**src/hdl/lcdseq_pkg.sv**
```systemverilog
package lcdseq_pkg;

   typedef enum logic [1:0] {
      OP_TICK  = 2'd0,
      OP_CHAR  = 2'd1,
      OP_CLEAR = 2'd2,
      OP_MOVE  = 2'd3
   } op_kind_type;

   // one classified word as it sits in the queue
   typedef struct packed {
      op_kind_type kind;
      logic [7:0]  char_byte;
      logic        last_char;
      logic [7:0]  position;
   } item_type;

   localparam logic [1:0] ST_OK   = 2'd0;
   localparam logic [1:0] ST_BUSY = 2'd1;
   localparam logic [1:0] ST_FULL = 2'd2;

   localparam logic [7:0] CMD_FUNCTION_SET = 8'd56;
   localparam logic [7:0] CMD_DISPLAY_ON   = 8'd15;
   localparam logic [7:0] CMD_CLEAR        = 8'd1;
   localparam logic [7:0] CMD_ENTRY_MODE   = 8'd6;

   localparam logic [7:0] STARTUP_WAIT_RESET = 8'd20;

   localparam logic [1:0] INIT_LAST_STEP = 2'd3;

   function automatic logic [7:0] init_command(input logic [1:0] step);
      logic [7:0] cmd;
      unique case (step)
         2'd0:    cmd = CMD_FUNCTION_SET;
         2'd1:    cmd = CMD_DISPLAY_ON;
         2'd2:    cmd = CMD_CLEAR;
         default: cmd = CMD_ENTRY_MODE;
      endcase
      return cmd;
   endfunction

endpackage

```
**src/hdl/lcdseq_ram.sv**
```systemverilog
module lcdseq_ram #(
   parameter int WIDTH = 8,
   parameter int DEPTH = 256
) (
   input  logic                                 clock,
   input  logic                                 wr_en,
   input  logic [(DEPTH > 1 ? $clog2(DEPTH) : 1)-1:0] wr_addr,
   input  logic [WIDTH-1:0]                     wr_data,
   input  logic [(DEPTH > 1 ? $clog2(DEPTH) : 1)-1:0] rd_addr,
   output logic [WIDTH-1:0]                     rd_data
);

   logic [WIDTH-1:0] mem_ff [DEPTH];
   logic [WIDTH-1:0] rd_data_ff;

   always_ff @(posedge clock) begin
      if (wr_en) begin
         mem_ff[wr_addr] <= wr_data;
      end
      rd_data_ff <= mem_ff[rd_addr];
   end

   assign rd_data = rd_data_ff;

endmodule

```
**src/hdl/lcdseq_front.sv**
```systemverilog
module lcdseq_front
   import lcdseq_pkg::*;
(
   input  logic       clock,
   input  logic       reset,
   input  logic       req_valid,
   output logic       req_stall,
   input  logic [1:0] req_cmd,
   input  logic [7:0] req_char_byte,
   input  logic       req_last_char,
   input  logic [7:0] req_line_base,
   input  logic [7:0] req_column,
   output logic       q_valid,
   output item_type   q_head,
   input  logic       q_pop
);

   item_type   entries_ff [2];
   item_type   item_in;
   logic       wr_ptr_ff, wr_ptr_in;
   logic       rd_ptr_ff, rd_ptr_in;
   logic [1:0] count_ff, count_in;
   logic       push;

   // classify and fold the position sum in before queueing
   always_comb begin
      item_in.kind      = op_kind_type'(req_cmd);
      item_in.char_byte = req_char_byte;
      item_in.last_char = req_last_char;
      item_in.position  = req_line_base + req_column;
   end

   assign req_stall = (count_ff == 2'd2);
   assign push      = req_valid && !req_stall;
   assign q_valid   = (count_ff != 2'd0);
   assign q_head    = entries_ff[rd_ptr_ff];

   always_comb begin
      wr_ptr_in = push ? !wr_ptr_ff : wr_ptr_ff;
      rd_ptr_in = q_pop ? !rd_ptr_ff : rd_ptr_ff;
      count_in  = count_ff + 2'(push) - 2'(q_pop);
   end

   always_ff @(posedge clock) begin
      if (reset) begin
         wr_ptr_ff <= 1'b0;
         rd_ptr_ff <= 1'b0;
         count_ff  <= 2'd0;
      end else begin
         wr_ptr_ff <= wr_ptr_in;
         rd_ptr_ff <= rd_ptr_in;
         count_ff  <= count_in;
      end
      if (push) begin
         entries_ff[wr_ptr_ff] <= item_in;
      end
   end

endmodule

```
**src/hdl/lcdseq_back.sv**
```systemverilog
module lcdseq_back
   import lcdseq_pkg::*;
#(
   parameter int BUFFER_DEPTH = 256
) (
   input  logic       clock,
   input  logic       reset,
   input  logic [7:0] startup_wait,
   input  logic       q_valid,
   input  item_type   q_head,
   output logic       q_pop,
   output logic       rsp_valid,
   input  logic       rsp_stall,
   output logic [1:0] rsp_status,
   output logic       rsp_lcd_rs,
   output logic       rsp_lcd_rw,
   output logic       rsp_lcd_en,
   output logic [7:0] rsp_lcd_data,
   output logic       rsp_write_done,
   output logic       rsp_clear_done,
   output logic       rsp_move_done,
   output logic       rsp_ready_res
);

   localparam int CW = $clog2(BUFFER_DEPTH + 1);
   localparam int AW = BUFFER_DEPTH > 1 ? $clog2(BUFFER_DEPTH) : 1;

   typedef enum logic [1:0] {
      MODE_IDLE,
      MODE_WRITE,
      MODE_CLEAR,
      MODE_MOVE
   } mode_type;

   mode_type   mode_ff, mode_in;
   logic [1:0] init_step_ff, init_step_in;
   logic [7:0] wait_count_ff, wait_count_in;
   logic       init_complete_ff, init_complete_in;
   logic [CW-1:0] load_count_ff, load_count_in;
   logic [CW-1:0] string_length_ff, string_length_in;
   logic [CW-1:0] char_index_ff, char_index_in;
   logic [7:0] position_ff, position_in;
   logic       rs_ff, rs_in;
   logic       en_ff, en_in;
   logic [7:0] data_ff, data_in;
   logic       rsp_valid_ff, rsp_valid_in;
   logic [1:0] status_ff, status_in;
   logic       wdone_ff, wdone_in;
   logic       cdone_ff, cdone_in;
   logic       mdone_ff, mdone_in;
   logic       byp_valid_ff, byp_valid_in;
   logic [7:0] byp_data_ff;

   logic          ram_we;
   logic [AW-1:0] ram_waddr;
   logic [AW-1:0] ram_raddr;
   logic [7:0]    ram_rdata;
   logic [7:0]    char_data;

   assign q_pop = q_valid && (!rsp_valid_ff || !rsp_stall);

   // the buffer is read ahead at the next index; a write to that same
   // entry in the same cycle is forwarded round the RAM
   assign char_data = byp_valid_ff ? byp_data_ff : ram_rdata;
   assign ram_waddr = load_count_ff[AW-1:0];
   assign ram_raddr = char_index_in[AW-1:0];

   lcdseq_ram #(
      .WIDTH (8),
      .DEPTH (BUFFER_DEPTH)
   ) u_char_store (
      .clock   (clock),
      .wr_en   (ram_we),
      .wr_addr (ram_waddr),
      .wr_data (q_head.char_byte),
      .rd_addr (ram_raddr),
      .rd_data (ram_rdata)
   );

   always_comb begin
      mode_in          = mode_ff;
      init_step_in     = init_step_ff;
      wait_count_in    = wait_count_ff;
      init_complete_in = init_complete_ff;
      load_count_in    = load_count_ff;
      string_length_in = string_length_ff;
      char_index_in    = char_index_ff;
      position_in      = position_ff;
      rs_in            = rs_ff;
      en_in            = en_ff;
      data_in          = data_ff;
      status_in        = status_ff;
      wdone_in         = wdone_ff;
      cdone_in         = cdone_ff;
      mdone_in         = mdone_ff;
      ram_we           = 1'b0;
      rsp_valid_in     = rsp_valid_ff && rsp_stall;

      if (q_pop) begin
         rsp_valid_in = 1'b1;
         status_in    = ST_OK;
         wdone_in     = 1'b0;
         cdone_in     = 1'b0;
         mdone_in     = 1'b0;

         if (q_head.kind == OP_TICK) begin
            if (!init_complete_ff) begin
               if (wait_count_ff < startup_wait) begin
                  wait_count_in = wait_count_ff + 8'd1;
               end else if (en_ff) begin
                  en_in = 1'b0;
                  if (init_step_ff == INIT_LAST_STEP) begin
                     init_complete_in = 1'b1;
                  end else begin
                     init_step_in = init_step_ff + 2'd1;
                  end
               end else begin
                  data_in = init_command(init_step_ff);
                  rs_in   = 1'b0;
                  en_in   = 1'b1;
               end
            end else begin
               unique case (mode_ff)
                  MODE_WRITE: begin
                     if (en_ff) begin
                        en_in = 1'b0;
                     end else if (char_index_ff >= string_length_ff) begin
                        mode_in       = MODE_IDLE;
                        char_index_in = '0;
                        wdone_in      = 1'b1;
                     end else begin
                        data_in       = char_data;
                        rs_in         = 1'b1;
                        en_in         = 1'b1;
                        char_index_in = char_index_ff + CW'(1);
                     end
                  end
                  MODE_CLEAR: begin
                     if (en_ff) begin
                        en_in    = 1'b0;
                        mode_in  = MODE_IDLE;
                        cdone_in = 1'b1;
                     end else begin
                        data_in = CMD_CLEAR;
                        rs_in   = 1'b0;
                        en_in   = 1'b1;
                     end
                  end
                  MODE_MOVE: begin
                     if (en_ff) begin
                        en_in    = 1'b0;
                        mode_in  = MODE_IDLE;
                        mdone_in = 1'b1;
                     end else begin
                        data_in = position_ff;
                        rs_in   = 1'b0;
                        en_in   = 1'b1;
                     end
                  end
                  default: begin
                  end
               endcase
            end
         end else if (mode_ff != MODE_IDLE) begin
            status_in = ST_BUSY;
         end else begin
            unique case (q_head.kind)
               OP_CHAR: begin
                  if (load_count_ff < CW'(BUFFER_DEPTH)) begin
                     ram_we        = 1'b1;
                     load_count_in = load_count_ff + CW'(1);
                  end else begin
                     status_in = ST_FULL;
                  end
                  if (q_head.last_char) begin
                     string_length_in = load_count_in;
                     load_count_in    = '0;
                     char_index_in    = '0;
                     mode_in          = MODE_WRITE;
                  end
               end
               OP_CLEAR: begin
                  mode_in = MODE_CLEAR;
               end
               OP_MOVE: begin
                  position_in = q_head.position;
                  mode_in     = MODE_MOVE;
               end
               default: begin
               end
            endcase
         end
      end

      byp_valid_in = ram_we && (ram_waddr == char_index_in[AW-1:0]);
   end

   always_ff @(posedge clock) begin
      if (reset) begin
         mode_ff          <= MODE_IDLE;
         init_step_ff     <= 2'd0;
         wait_count_ff    <= 8'd0;
         init_complete_ff <= 1'b0;
         load_count_ff    <= '0;
         string_length_ff <= '0;
         char_index_ff    <= '0;
         position_ff      <= 8'd0;
         rs_ff            <= 1'b0;
         en_ff            <= 1'b0;
         data_ff          <= 8'd0;
         rsp_valid_ff     <= 1'b0;
         status_ff        <= ST_OK;
         wdone_ff         <= 1'b0;
         cdone_ff         <= 1'b0;
         mdone_ff         <= 1'b0;
         byp_valid_ff     <= 1'b0;
      end else begin
         mode_ff          <= mode_in;
         init_step_ff     <= init_step_in;
         wait_count_ff    <= wait_count_in;
         init_complete_ff <= init_complete_in;
         load_count_ff    <= load_count_in;
         string_length_ff <= string_length_in;
         char_index_ff    <= char_index_in;
         position_ff      <= position_in;
         rs_ff            <= rs_in;
         en_ff            <= en_in;
         data_ff          <= data_in;
         rsp_valid_ff     <= rsp_valid_in;
         status_ff        <= status_in;
         wdone_ff         <= wdone_in;
         cdone_ff         <= cdone_in;
         mdone_ff         <= mdone_in;
         byp_valid_ff     <= byp_valid_in;
      end
      byp_data_ff <= q_head.char_byte;
   end

   // pin state only moves when a word is taken, so it doubles as the result
   assign rsp_valid      = rsp_valid_ff;
   assign rsp_status     = status_ff;
   assign rsp_lcd_rs     = rs_ff;
   assign rsp_lcd_rw     = 1'b0;
   assign rsp_lcd_en     = en_ff;
   assign rsp_lcd_data   = data_ff;
   assign rsp_write_done = wdone_ff;
   assign rsp_clear_done = cdone_ff;
   assign rsp_move_done  = mdone_ff;
   assign rsp_ready_res  = init_complete_ff;

endmodule

```
**src/hdl/char_lcd_8bit_sequencer.sv**
```systemverilog
// Character LCD sequencer for an 8-bit HD44780-style bus. Every word on the
// req_ channel (a tick, a character, a clear or a set-position request) gives
// exactly one rsp_ word carrying the status, the LCD pin levels after that
// word and the done pulses. One word is taken per clock cycle while no stall
// holds it (req_stall when the queue is full, or rsp_stall); its result passes
// through the queue and then the sequencer's result register. Throughput is
// set by the back sequencer, which updates its state once per word, and by the
// character buffer, a RAM with registered read that is fetched ahead
// at the next index. A two-word queue sits between the classifying front end
// and the sequencer so each side stalls independently. startup_wait is written
// through the csr_ port, which is always ready; write it only while idle.
module char_lcd_8bit_sequencer
   import lcdseq_pkg::*;
#(
   parameter int BUFFER_DEPTH = 256
) (
   input  logic       clock,
   input  logic       reset,
   input  logic       req_valid,
   output logic       req_stall,
   input  logic [1:0] req_cmd,
   input  logic [7:0] req_char_byte,
   input  logic       req_last_char,
   input  logic [7:0] req_line_base,
   input  logic [7:0] req_column,
   output logic       rsp_valid,
   input  logic       rsp_stall,
   output logic [1:0] rsp_status,
   output logic       rsp_lcd_rs,
   output logic       rsp_lcd_rw,
   output logic       rsp_lcd_en,
   output logic [7:0] rsp_lcd_data,
   output logic       rsp_write_done,
   output logic       rsp_clear_done,
   output logic       rsp_move_done,
   output logic       rsp_ready_res,
   input  logic       csr_valid,
   output logic       csr_ready,
   input  logic [7:0] csr_data
);

   logic [7:0] startup_wait_q_ff;
   logic       q_valid;
   item_type   q_head;
   logic       q_pop;

   assign csr_ready = 1'b1;

   always_ff @(posedge clock) begin
      if (reset) begin
         startup_wait_q_ff <= STARTUP_WAIT_RESET;
      end else if (csr_valid && csr_ready) begin
         startup_wait_q_ff <= csr_data;
      end
   end

   lcdseq_front u_front (
      .clock         (clock),
      .reset         (reset),
      .req_valid     (req_valid),
      .req_stall     (req_stall),
      .req_cmd       (req_cmd),
      .req_char_byte (req_char_byte),
      .req_last_char (req_last_char),
      .req_line_base (req_line_base),
      .req_column    (req_column),
      .q_valid       (q_valid),
      .q_head        (q_head),
      .q_pop         (q_pop)
   );

   lcdseq_back #(
      .BUFFER_DEPTH (BUFFER_DEPTH)
   ) u_back (
      .clock          (clock),
      .reset          (reset),
      .startup_wait   (startup_wait_q_ff),
      .q_valid        (q_valid),
      .q_head         (q_head),
      .q_pop          (q_pop),
      .rsp_valid      (rsp_valid),
      .rsp_stall      (rsp_stall),
      .rsp_status     (rsp_status),
      .rsp_lcd_rs     (rsp_lcd_rs),
      .rsp_lcd_rw     (rsp_lcd_rw),
      .rsp_lcd_en     (rsp_lcd_en),
      .rsp_lcd_data   (rsp_lcd_data),
      .rsp_write_done (rsp_write_done),
      .rsp_clear_done (rsp_clear_done),
      .rsp_move_done  (rsp_move_done),
      .rsp_ready_res  (rsp_ready_res)
   );

endmodule

```
**config.mk**
```make
export PLATFORM = sky130hd
export DESIGN_NAME = char_lcd_8bit_sequencer
export DESIGN_NICKNAME = d
export VERILOG_FILES = /design/src/hdl/lcdseq_pkg.sv /design/src/hdl/lcdseq_ram.sv /design/src/hdl/lcdseq_front.sv /design/src/hdl/lcdseq_back.sv /design/src/hdl/char_lcd_8bit_sequencer.sv
export SDC_FILE = /design/constraint.sdc
export NUM_CORES = 2
export LEC_CHECK = 0
export BUFFER_PORTS_ARGS = -buffer_cell sky130_fd_sc_hd__buf_2
export CAP_MARGIN = 20
export CORE_ASPECT_RATIO = 0.75
export CORE_MARGIN = 2
export CORE_UTILIZATION = 50
export DETAILED_ROUTE_END_ITERATION = 10
export PLACE_DENSITY_LB_ADDON = 0.05
export SKIP_LAST_GASP = 1
export SLEW_MARGIN = 20
export SYNTH_ARGS = -nofsm -noshare
export SYNTH_HDL_FRONTEND = slang
export SYNTH_SLANG_ARGS = --single-unit
```
**constraint.sdc**
```tcl
create_clock -name clock -period 4.35 [get_ports clock]
set_input_delay 0.87 -clock clock [delete_from_list [all_inputs] [get_ports clock]]
set_output_delay 0.87 -clock clock [all_outputs]
set_load 0.1 [all_outputs]
```
==> key figures <==
Run status
  – Status: finished clean

Clock tree
  – Clk pin slew, worst setup/hold paths: 70 ps
  – Skew-Pair Late Insertion Delay: 890 ps
  – Root Driver: clkbuf_16
  – CTS max path bufs: 4
  – CTS Buf Count: 224
  – CTS tree: done
  – CTS hold repair buffers: 0
  – Clock Sinks: 2180
  – H-tree levels: 4

Timing
  – Fin crit share: 100%
  – Max_slew headroom: 18.3%
  – Final Hold Fails: 0
  – Clock Skew: 58.3 ps
  – F_max: 230 MHz
  – WHS: 206 ps
  – Setup_tns: 0 ps
  – Fin. max-slew vios: 0
  – Final setup violation count: 0
  – Worst Max-Slew Pin Slew: 1220 ps
  – Final min period: 4350 ps

Global route
  – First-pass GRT wire length: 498 mm
  – Total track usage: 32.9%
  – Total gr overflow: 0
  – Vias in the first global route: 73000
  – Initial antenna violation count: 14
  – Largest net degree at the start of global routing: 158

Logic synthesis
  – Avg Inst Size Synth: 12.5 um^2
  – Yosys top cell area share: 62.8%
  – Async set or reset register ratio after synthesis: 0%
  – Sequential area share after synthesis: 64.7%
  – Syn_nets: 8036
  – Most instantiated cells after synthesis: edfxtp_1 (2086), nand2_1 (903), o22ai_1 (697), clkbuf_1 (430), nor2_1 (426)
  – Top cells by area, synth: edfxtp_1 (63%), o22ai_1 (4.4%), o221ai_1 (3.6%)
  – Synth Cell Area: 0.0997 mm^2
  – Post-synth EDFFs: 2086
  – Top FF cell, synth: edfxtp_1
  – Synth warn: 0
  – Most common cell in the synthesized netlist: edfxtp_1
  – Post-synthesis instance total: 7960
  – Seq cells post-synth: 2180
  – Area leader, netlist: edfxtp_1
  – Distinct cells, synth: 89

Worst setup path
  – Worst EP arrival: 5160 ps
  – Cell family with most CP delay: simple AND/OR/NAND/NOR gates
  – WS Path Type: flip-flop to flip-flop
  – Reg-to-reg startpoint: u_back.char_index_ff[0]
  – CP startpoint: u_back.char_index_ff[0]
  – Critical path startpoint category: flip-flop
  – Reg2reg setup slack: 2 ps
  – Critical Path Slowest Stage Cell: nor4_4
  – Crit path buffers/inverters: 5
  – Critical Path Sink Type: flip-flop
  – CP max FO: 30
  – Required time worst endpoint: 5160 ps
  – Most common cell on crit path: buf_4
  – CP max stage delay: 410 ps
  – Reg2Reg Depth: 17
  – CP cell instances: inv_8, ha_1, nand2b_1, a41o_1, a221oi_4, buf_12, buf_6, buf_4, and3_1, a211oi_1, o32a_1, a22oi_1, nand4_1, nor4_4, nor4_2, buf_4, nand4b_1
  – RR Endpoint: u_back.u_char_store.rd_data[4]

Route
  – Initial DRC count: 11500
  – Drt wl/cell: 30.3 um
  – Routed wire length: 345 mm
  – Detail Route Antenna Nets: 0
  – DRC Markers: 0
  – Via density per instance: 6.83
  – DR pass1 iterations: 6
  – Vias: 77800

Floorplanning
  – Placeable core area: 0.198 mm^2
  – # IOs: 60
  – Die X-Extent: 520 um
  – Initial Util: 50.5%
  – # rows: 141
  – Die Height: 391 um
  – DIE AREA: 0.203 mm^2

Finish
  – Nets@finish: 8633
  – FILL cells: 15500
  – Share of layout cells above drive strength 1: 19.6%
  – Area Growth Syn to Fin: 18.7%
  – Post-layout util: 59.9%

Flow run
  – Max Cap Viol: 0

Power and ir drop
  – PwrDens: 436 mW/mm^2
  – Sw Share: 26.7%
  – Clock power share: 36.9%
  – Gate power share: 13.9%
  – Share of power burned in registers: 49.1%
  – VDD IR max: 0.940 mV
  – Switching pwr: 13800 uW
  – Pint: 37800 uW
  – Tot Pwr: 51600 uW
  – Leakage: 0.0416 uW

Placed design
  – Hpwl dp: 218 mm
  – Port bufs: 57
  – Routability cong.: 0.918

Hold path
  – Worst Hold Path EP: u_front.entries_ff[1][11]
  – WHS Path Cells: 1
  – Hold Crit Class: input pin to flip-flop
  – Hold wc startpoint: req_char_byte[2]
==> per-layer routing <==
layer	track usage (%)	vias up	wire, um
met5	0	-	67
met4	10.6	10	11300
met3	6.33	592	39400
met2	47.7	4649	149000
met1	49.8	39300	146000
li1	-	33200	-
==> placed cells by master, fill, tap and decap left out, types with 37 or more instances in the layout <==
cell type / instances
edfxtp_1: 2086
buf_4: 907
nand2_1: 888
o22ai_1: 693
nor2_1: 423
o221ai_1: 402
and3_1: 348
a211oi_1: 305
mux2i_1: 282
o21ai_0: 237
clkbuf_16: 233
nor3_1: 189
a21oi_1: 147
buf_12: 143
dfxtp_1: 92
o211ai_1: 88
mux2_2: 77
a211o_1: 74
nand3_1: 74
o311a_1: 69
o311ai_0: 65
a311o_1: 62
buf_2: 57
clkbuf_1: 47
clkinv_1: 47
a31o_2: 45
clkinv_2: 42
nor4_1: 39
a31oi_1: 37
==> worst max-delay path by stage <==
stage	endpoint	slack (ps)	cells after the start
2_1_floorplan	u_back.u_char_store.rd_data[0]	10	23
3_3_place_gp	u_back.u_char_store.rd_data[3]	-1670	16
3_5_place_dp	u_back.u_char_store.rd_data[3]	-1110	17
4_1_cts	u_back.u_char_store.rd_data[4]	-30	17
5_1_grt	u_back.u_char_store.rd_data[6]	-30	19
6_report	u_back.u_char_store.rd_data[4]	2	17
==> flip-flops by register name, indices dropped and copies added (netlist names), 2 cells and up, named ones only <==
| name | count |
|---|---|
| u_back.string_length_ff | 9 |
| u_back.rsp_lcd_data | 8 |
| u_back.u_char_store.rd_data | 8 |
| u_back.u_char_store.mem_ff | 2048 |
| u_front.count_ff | 2 |
| u_front.entries_ff | 38 |
| u_back.char_index_ff | 9 |
| u_back.rsp_status | 2 |
| u_back.load_count_ff | 9 |
| startup_wait_q_ff | 8 |
| u_back.init_step_ff | 2 |
| u_back.position_ff | 8 |
| u_back.byp_data_ff | 8 |
| u_back.wait_count_ff | 8 |
| u_back.mode_ff | 2 |
==> kinds of logic (layout without fill, tap and decap cells) <==
group	Yosys count	after routing	share of synthesized area, %
DFF	2180	2180	64.7
AOI/OAI and AO/OA	2432	2432	17.7
buffers and inverters	801	1577	3.44
xor gates and xnor gates	32	32	0.281
muxes	367	367	3.79
other	2	8	0.00753
and+or+nand+nor	2110	2110	9.65
adders and majority gates	36	36	0.459
==> metrics by stage <==
stage                     cells  worst slack, ps  area (um^2)
after floorplan            7960             9.71        99700
after CTS                 11400            -33.8       118000
final                     11400             1.66       118000
after global routing      11400            -25.4       118000
after global placement    10900            -1670       110000
after detailed placement  11000            -1110       110000
==> power by group through the flow <==
stage / combinational [uW] / sequential [uW] / clock [uW]
6_report: 7200 / 25400 / 19100
3_3_place_gp: 6800 / 25800 / 0
2_1_floorplan: 2940 / 26000 / 0
5_1_grt: 7450 / 25400 / 20100
4_1_cts: 6980 / 25400 / 19200
3_5_place_dp: 6930 / 25800 / 0
==> what timing repair did <==
item,CTS,global route
pin swaps,11,27
gates cloned,4,4
gates resized for setup,81,76
setup endpoints to repair,8,8
hold endpoints to repair,0,0
setup buffers,6,14
==> cell type report <==
cell class	count	area (um^2)	area share, %
diodes	6	15.0	0.0127
clock buffers	283	6000	5.07
clock inverters	122	1090	0.922
inverters	36	143	0.121
multi-input cells	4979	32700	27.7
flip-flops and latches	2180	64500	54.5
well taps	2645	3310	2.80
repair buffers	1136	10500	8.89
Power figures use the tool's default switching activity.
